<file path="config.mk">
export PLATFORM = sky130hd
export DESIGN_NAME = ybf_ctrl
export DESIGN_NICKNAME = d
export VERILOG_FILES = /design/src/rtl/core/ybf_pkg.sv /design/src/rtl/core/ybf_ctrl.sv
export VERILOG_INCLUDE_DIRS = /design/src /design/src/rtl/core
export SDC_FILE = /design/constraint.sdc
export NUM_CORES = 1
export LEC_CHECK = 0
export ABC_AREA = 1
export BUFFER_PORTS_ARGS = -buffer_cell sky130_fd_sc_hd__buf_2
export CAP_MARGIN = 20
export CORE_AREA = 4 4 41 43
export DETAILED_ROUTE_END_ITERATION = 10
export DIE_AREA = 0 0 45 47
export GPL_ROUTABILITY_DRIVEN = 0
export PLACE_DENSITY = 0.41
export RECOVER_POWER = 50
export SYNTH_ARGS = -nofsm -noshare
export SYNTH_HDL_FRONTEND = slang
export SYNTH_SLANG_ARGS = --single-unit
</file>
<file path="constraint.sdc">
create_clock -name clk_i -period 1.6 [get_ports clk_i]
set_clock_uncertainty 0.1 [all_clocks]
set_input_delay 0.08 -clock clk_i [delete_from_list [all_inputs] [get_ports clk_i]]
set_output_delay 0.08 -clock clk_i [all_outputs]
set_load 0.02 [all_outputs]
</file>
<file path="src/rtl/core/ycbcr_8x8_block_former_core_defines.svh">
// Assertion macros shared by the block former RTL.
// Expects clk_i and rst_ni in the scope of each use.
`ifndef YCBCR_8X8_BLOCK_FORMER_CORE_DEFINES_SVH
`define YCBCR_8X8_BLOCK_FORMER_CORE_DEFINES_SVH

// Property checked on every rising clock edge outside reset.
`define YBF_ASSERT(label, prop, msg) \
  label: assert property (@(posedge clk_i) disable iff (!rst_ni) (prop)) else $error(msg);

// Condition that must never be seen outside reset.
`define YBF_ASSERT_NEVER(label, cond, msg) \
  label: assert property (@(posedge clk_i) disable iff (!rst_ni) !(cond)) else $error(msg);

`endif

</file>
<file path="src/rtl/core/ybf_pkg.sv">
// Shared types and constants of the YCbCr 8x8 block former.
// No dependencies; used by ybf_ctrl, ybf_datapath and the top level.
`default_nettype none

package ybf_pkg;

  // Register widths and indexes
  localparam int WIDTH_REG_W  = 12;
  localparam int HEIGHT_REG_W = 13;
  localparam int CFG_DATA_W   = 13;
  localparam int CFG_INDEX_W  = 1;
  localparam logic [CFG_INDEX_W-1:0] REG_IMAGE_WIDTH  = 1'b0;
  localparam logic [CFG_INDEX_W-1:0] REG_IMAGE_HEIGHT = 1'b1;
  localparam logic [WIDTH_REG_W-1:0]  WIDTH_RESET  = 12'd512;
  localparam logic [HEIGHT_REG_W-1:0] HEIGHT_RESET = 13'd512;

  // Stream payload widths
  localparam int IN_DATA_W  = 24;
  localparam int OUT_DATA_W = 48;

  // Block geometry
  localparam logic [5:0] LAST_SAMPLE = 6'd63;
  localparam logic [2:0] LAST_OFFSET = 3'd7;

  // JFIF conversion coefficients, 16 fraction bits
  localparam int ACC_W = 26;
  localparam logic signed [ACC_W-1:0] Y_R  =  26'sd19595;
  localparam logic signed [ACC_W-1:0] Y_G  =  26'sd38470;
  localparam logic signed [ACC_W-1:0] Y_B  =  26'sd7471;
  localparam logic signed [ACC_W-1:0] CB_R = -26'sd11056;
  localparam logic signed [ACC_W-1:0] CB_G = -26'sd21712;
  localparam logic signed [ACC_W-1:0] CB_B =  26'sd32768;
  localparam logic signed [ACC_W-1:0] CR_R =  26'sd32768;
  localparam logic signed [ACC_W-1:0] CR_G = -26'sd27440;
  localparam logic signed [ACC_W-1:0] CR_B = -26'sd5328;
  localparam logic signed [ACC_W-1:0] CHROMA_OFS = 26'sd8388608;

  // Controller to datapath commands
  typedef struct packed {
    logic accept;   // latch the incoming item
    logic convert;  // register YCbCr of the latched pixel
    logic commit;   // write band store, step counters, snapshot block
    logic read;     // fetch the current sample of the block
    logic advance;  // step to the next sample
  } cmd_t;

  // Datapath to controller status
  typedef struct packed {
    logic block_done;   // committed pixel completes a block
    logic last_sample;  // current sample is the block's last
  } sts_t;

endpackage

`default_nettype wire

</file>
<file path="src/rtl/core/ybf_ctrl.sv">
// Sequencer of the block former: handshakes and datapath commands.
// Depends on ybf_pkg and the assertion macros header.
`default_nettype none
`include "ycbcr_8x8_block_former_core_defines.svh"

module ybf_ctrl (
  input  wire logic         clk_i,
  input  wire logic         rst_ni,
  input  wire logic         s_tvalid_i,
  output logic              s_tready_o,
  output logic              m_tvalid_o,
  input  wire logic         m_tready_i,
  output ybf_pkg::cmd_t     cmd_o,
  input  wire ybf_pkg::sts_t sts_i
);

  typedef enum logic [2:0] {
    ST_IDLE,
    ST_CONV,
    ST_COMMIT,
    ST_READ,
    ST_SHOW
  } state_e;

  state_e state_q;
  logic   s_tready_q;
  logic   m_tvalid_q;
  logic   in_fire;
  logic   out_fire;

  assign in_fire  = s_tvalid_i && s_tready_q;
  assign out_fire = m_tvalid_q && m_tready_i;

  // Commands follow the state
  always_comb begin
    cmd_o         = '0;
    cmd_o.accept  = in_fire;
    cmd_o.convert = (state_q == ST_CONV);
    cmd_o.commit  = (state_q == ST_COMMIT);
    cmd_o.read    = (state_q == ST_READ);
    cmd_o.advance = (state_q == ST_SHOW) && out_fire && !sts_i.last_sample;
  end

  // State and registered handshake outputs
  always_ff @(posedge clk_i or negedge rst_ni) begin
    if (!rst_ni) begin
      state_q    <= ST_IDLE;
      s_tready_q <= 1'b1;
      m_tvalid_q <= 1'b0;
    end else begin
      case (state_q)
        ST_IDLE: begin
          if (in_fire) begin
            state_q    <= ST_CONV;
            s_tready_q <= 1'b0;
          end
        end
        ST_CONV: begin
          state_q <= ST_COMMIT;
        end
        ST_COMMIT: begin
          if (sts_i.block_done) begin
            state_q <= ST_READ;
          end else begin
            state_q    <= ST_IDLE;
            s_tready_q <= 1'b1;
          end
        end
        ST_READ: begin
          state_q    <= ST_SHOW;
          m_tvalid_q <= 1'b1;
        end
        ST_SHOW: begin
          if (out_fire) begin
            m_tvalid_q <= 1'b0;
            if (sts_i.last_sample) begin
              state_q    <= ST_IDLE;
              s_tready_q <= 1'b1;
            end else begin
              state_q <= ST_READ;
            end
          end
        end
        default: begin
          state_q    <= ST_IDLE;
          s_tready_q <= 1'b1;
          m_tvalid_q <= 1'b0;
        end
      endcase
    end
  end

  assign s_tready_o = s_tready_q;
  assign m_tvalid_o = m_tvalid_q;

  // Input and output sides never open together
  `YBF_ASSERT_NEVER(a_sides_exclusive, s_tready_q && m_tvalid_q, "input and output both open")
  `YBF_ASSERT(a_accept_converts, in_fire |=> (state_q == ST_CONV), "accepted item not converted")
  `YBF_ASSERT(a_plain_pixel_frees, (state_q == ST_COMMIT && !sts_i.block_done) |=> s_tready_q,
    "pixel without block did not free input")
  `YBF_ASSERT(a_block_end_frees, (state_q == ST_SHOW && out_fire && sts_i.last_sample) |=> s_tready_q,
    "finished block did not free input")

endmodule

`default_nettype wire

</file>
==> summary.txt <==
Timing
  • Final period util: 0.873
  • Final hold vios: 0
  • Worst-Margin Slew: 0.249 ns
  • RSZ-0062 raised after global routing: no
  • Setup TNS: 0 ns
  • Min cycle time layout: 1.40 ns
  • WHS: 0.0765 ns
  • Setup violations, final: 0
  • FMAX: 0.716 GHz
  • Slew Viols, Final: 0
  • Relative slew slack: 0.834

Logic synthesis
  • Ys Warns: 0
  • Syn avg cell area: 7.32 µm²
  • Flops & latches, synth: 5
  • Library cells used by synthesis: 15
  • Mapped cell area: 300 µm²
  • Cells after synthesis: 41
  • Net Count, Synth: 47
  • Post-synthesis sequential area ratio: 0.421

Cells and area
  • Ant. Diodes: 0
  • Fillers: 157
  • Ratio of cells with drive above 1 in the final layout: 0.333
  • Design area: 405 µm²
  • # nets final: 64
  • P&R area growth vs syn: 35.0%

Hold path
  • HP Start: m_tready_i
  • Hold Path Depth: 4
  • Hold Crit Class: in2reg
  • Hold Path End: state_q[2]

Global routing
  • Global-route wire length before repair: 1.01 mm
  • Total gr overflow: 0
  • Initial antenna violation count: 0
  • Vias in the first global route: 272
  • GRT Util Overall: 0.0723
  • Maximum number of pins on one net before global-route repair: 7

CTS
  • CTS max path bufs: 2
  • Post-CTS Setup Repair Bufs: 0
  • TritonCTS Buffers: 3
  • Hold-fix buffers at CTS: 1
  • # resized after CTS: 0
  • CTS tree: built
  • H-tree depth: 1
  • Clock Latency Late Sink: 0.23 ns
  • Worst-path clk slew: 0.04 ns
  • Root buffer cell: clkbuf_4
  • Sink count of the clock tree: 5

Drt
  • DR pass1 iterations: 2
  • Post-DR wirelength/cell: 8.28 µm
  • Post-route DRC: 0
  • Antenna-violating nets left: 0
  • Vias per inst: 3.96
  • Final wirelength: 596 µm
  • Via count: 285
  • DRC marker count from the first detailed-route iteration: 1

Die
  • Die extent in x: 45 µm
  • Core Area: 1300 µm²
  • Initial Util: 0.231
  • Row count: 13
  • Ports: 13
  • Die area: 2120 µm²
  • Die height: 47 µm

Setup path
  • Worst EP required: 1.42 ns
  • Startpoint types: flip-flop
  • CP max FO: 6
  • Worst Path Arrival: 1.22 ns
  • Reg-to-reg slack, setup: 0.39 ns
  • Critical path class: reg2out
  • Worst Path Buf+Inv: 2
  • Worst path cell trace: inv_1, nand2_1, nor2_1, buf_2
  • Reg-to-reg endpoint: s_tready_o
  • Launch point of the worst reg-to-reg path: s_tready_o
  • Worst path top cell family by delay: flip-flops
  • CP endpoint kind: output port
  • Critical path's largest stage delay: 0.41 ns
  • Crit path max-delay cell type: dfrtp_1
  • R2R cell count: 7

Power
  • Pwr dens: 2030 nW/µm²
  • Tot Pwr: 823 µW
  • Max VDD drop: 0.600 mV
  • Leak Pwr: 0.248 nW

Placement
  • I/O Buffers: 12
  • Post-DP HPWL: 518 µm
  • Placed inst area: 372 µm²

Job
  • Max-cap check violation count: 0

Outcome
  • Run status: finished clean
## kinds of logic (layout without fill, tap and decap cells)
family	count (synthesis)	in the layout	synth area share
simple gates	25	25	0.421
buf+inv	9	25	0.125
flops	5	5	0.421
compound gates	2	2	0.0333
## metal layers
layer / vias up / GRT usage / share of wire
met2: 4 / 0.107 / 0.52
li1: 159 / - / -
met3: 2 / 0.0115 / 0.049
met4: 0 / 0.105 / 0.015
met1: 120 / 0.0739 / 0.41
met5: - / 0 / 0
## layout by cell type, fill, tap and decap left out, types with 2 or more instances in the layout
cell type,n
buf_2,10
clkbuf_1,3
clkbuf_4,3
dfrtp_1,4
inv_1,8
nand2_1,11
nand3_1,4
nand3_2,2
nor2_1,4
## synth_stat cells
| cell type | instances | area (µm²) |
|---|---|---|
| a21oi_1 | 1 | 5.00 |
| buf_4 | 1 | 7.51 |
| dfrtp_1 | 4 | 100 |
| dfstp_2 | 1 | 26.3 |
| inv_1 | 7 | 26.3 |
| inv_2 | 1 | 3.75 |
| nand2_1 | 11 | 41.3 |
| nand2_2 | 1 | 6.26 |
| nand3_1 | 4 | 20.0 |
| nand3_2 | 2 | 20.0 |
| nand4_1 | 1 | 6.26 |
| nor2_1 | 4 | 15.0 |
| nor2_2 | 1 | 6.26 |
| nor2_4 | 1 | 11.3 |
| o21ai_0 | 1 | 5.00 |
## worst register-to-register path, cell delays in order, from the launching register on
cell,delay (ns)
dfstp_2,0.53
nand2_1,0.07
nand3_1,0.10
nand2_2,0.06
nor2_2,0.12
nand2_1,0.05
nand2_1,0.05
nand2_1,0.05
## layout make-up
class,count,area (µm²),area share
well taps,15,18.8,0.0463
repair buffers,13,67.6,0.167
inverters,8,30.0,0.0741
multi-input cells,27,136,0.336
flip-flops and latches,5,126,0.312
clock buffers,4,26.3,0.0648
## through the flow
step	util	worst slack, ns	cells
finish	0.312	0.202	72
global route	0.312	0.117	72
CTS	0.313	0.198	72
detailed placement	0.286	0.395	67
global placement	0.286	0.387	67
floorplan	-	0.335	41
## registers in the layout (all words and copies together) (netlist names)
| name | flops |
|---|---|
| state_q | 3 |
| m_tvalid_o | 1 |
| s_tready_o | 1 |
## worst max-delay path by stage
stage / start / endpoint / slack (ns) / cells past startpoint
3_5_place_dp: s_tready_o / s_tready_o / 0.39 / 7
6_report: state_q[2] / cmd_o[3] / 0.20 / 4
3_3_place_gp: s_tready_o / s_tready_o / 0.39 / 7
4_1_cts: state_q[0] / cmd_o[0] / 0.20 / 4
5_1_grt: state_q[2] / cmd_o[3] / 0.12 / 4
2_1_floorplan: state_q[2] / state_q[1] / 0.34 / 5
## report_power, final
| part | switching, mW | internal (mW) | leakage, nW |
|---|---|---|---|
| sequential | 0.0628 | 0.192 | 0.0627 |
| clock | 0.0441 | 0.0938 | 0.0150 |
| combinational | 0.277 | 0.153 | 0.171 |
| total | 0.384 | 0.439 | 0.248 |
No activity file was read; power rests on OpenSTA's default activity.
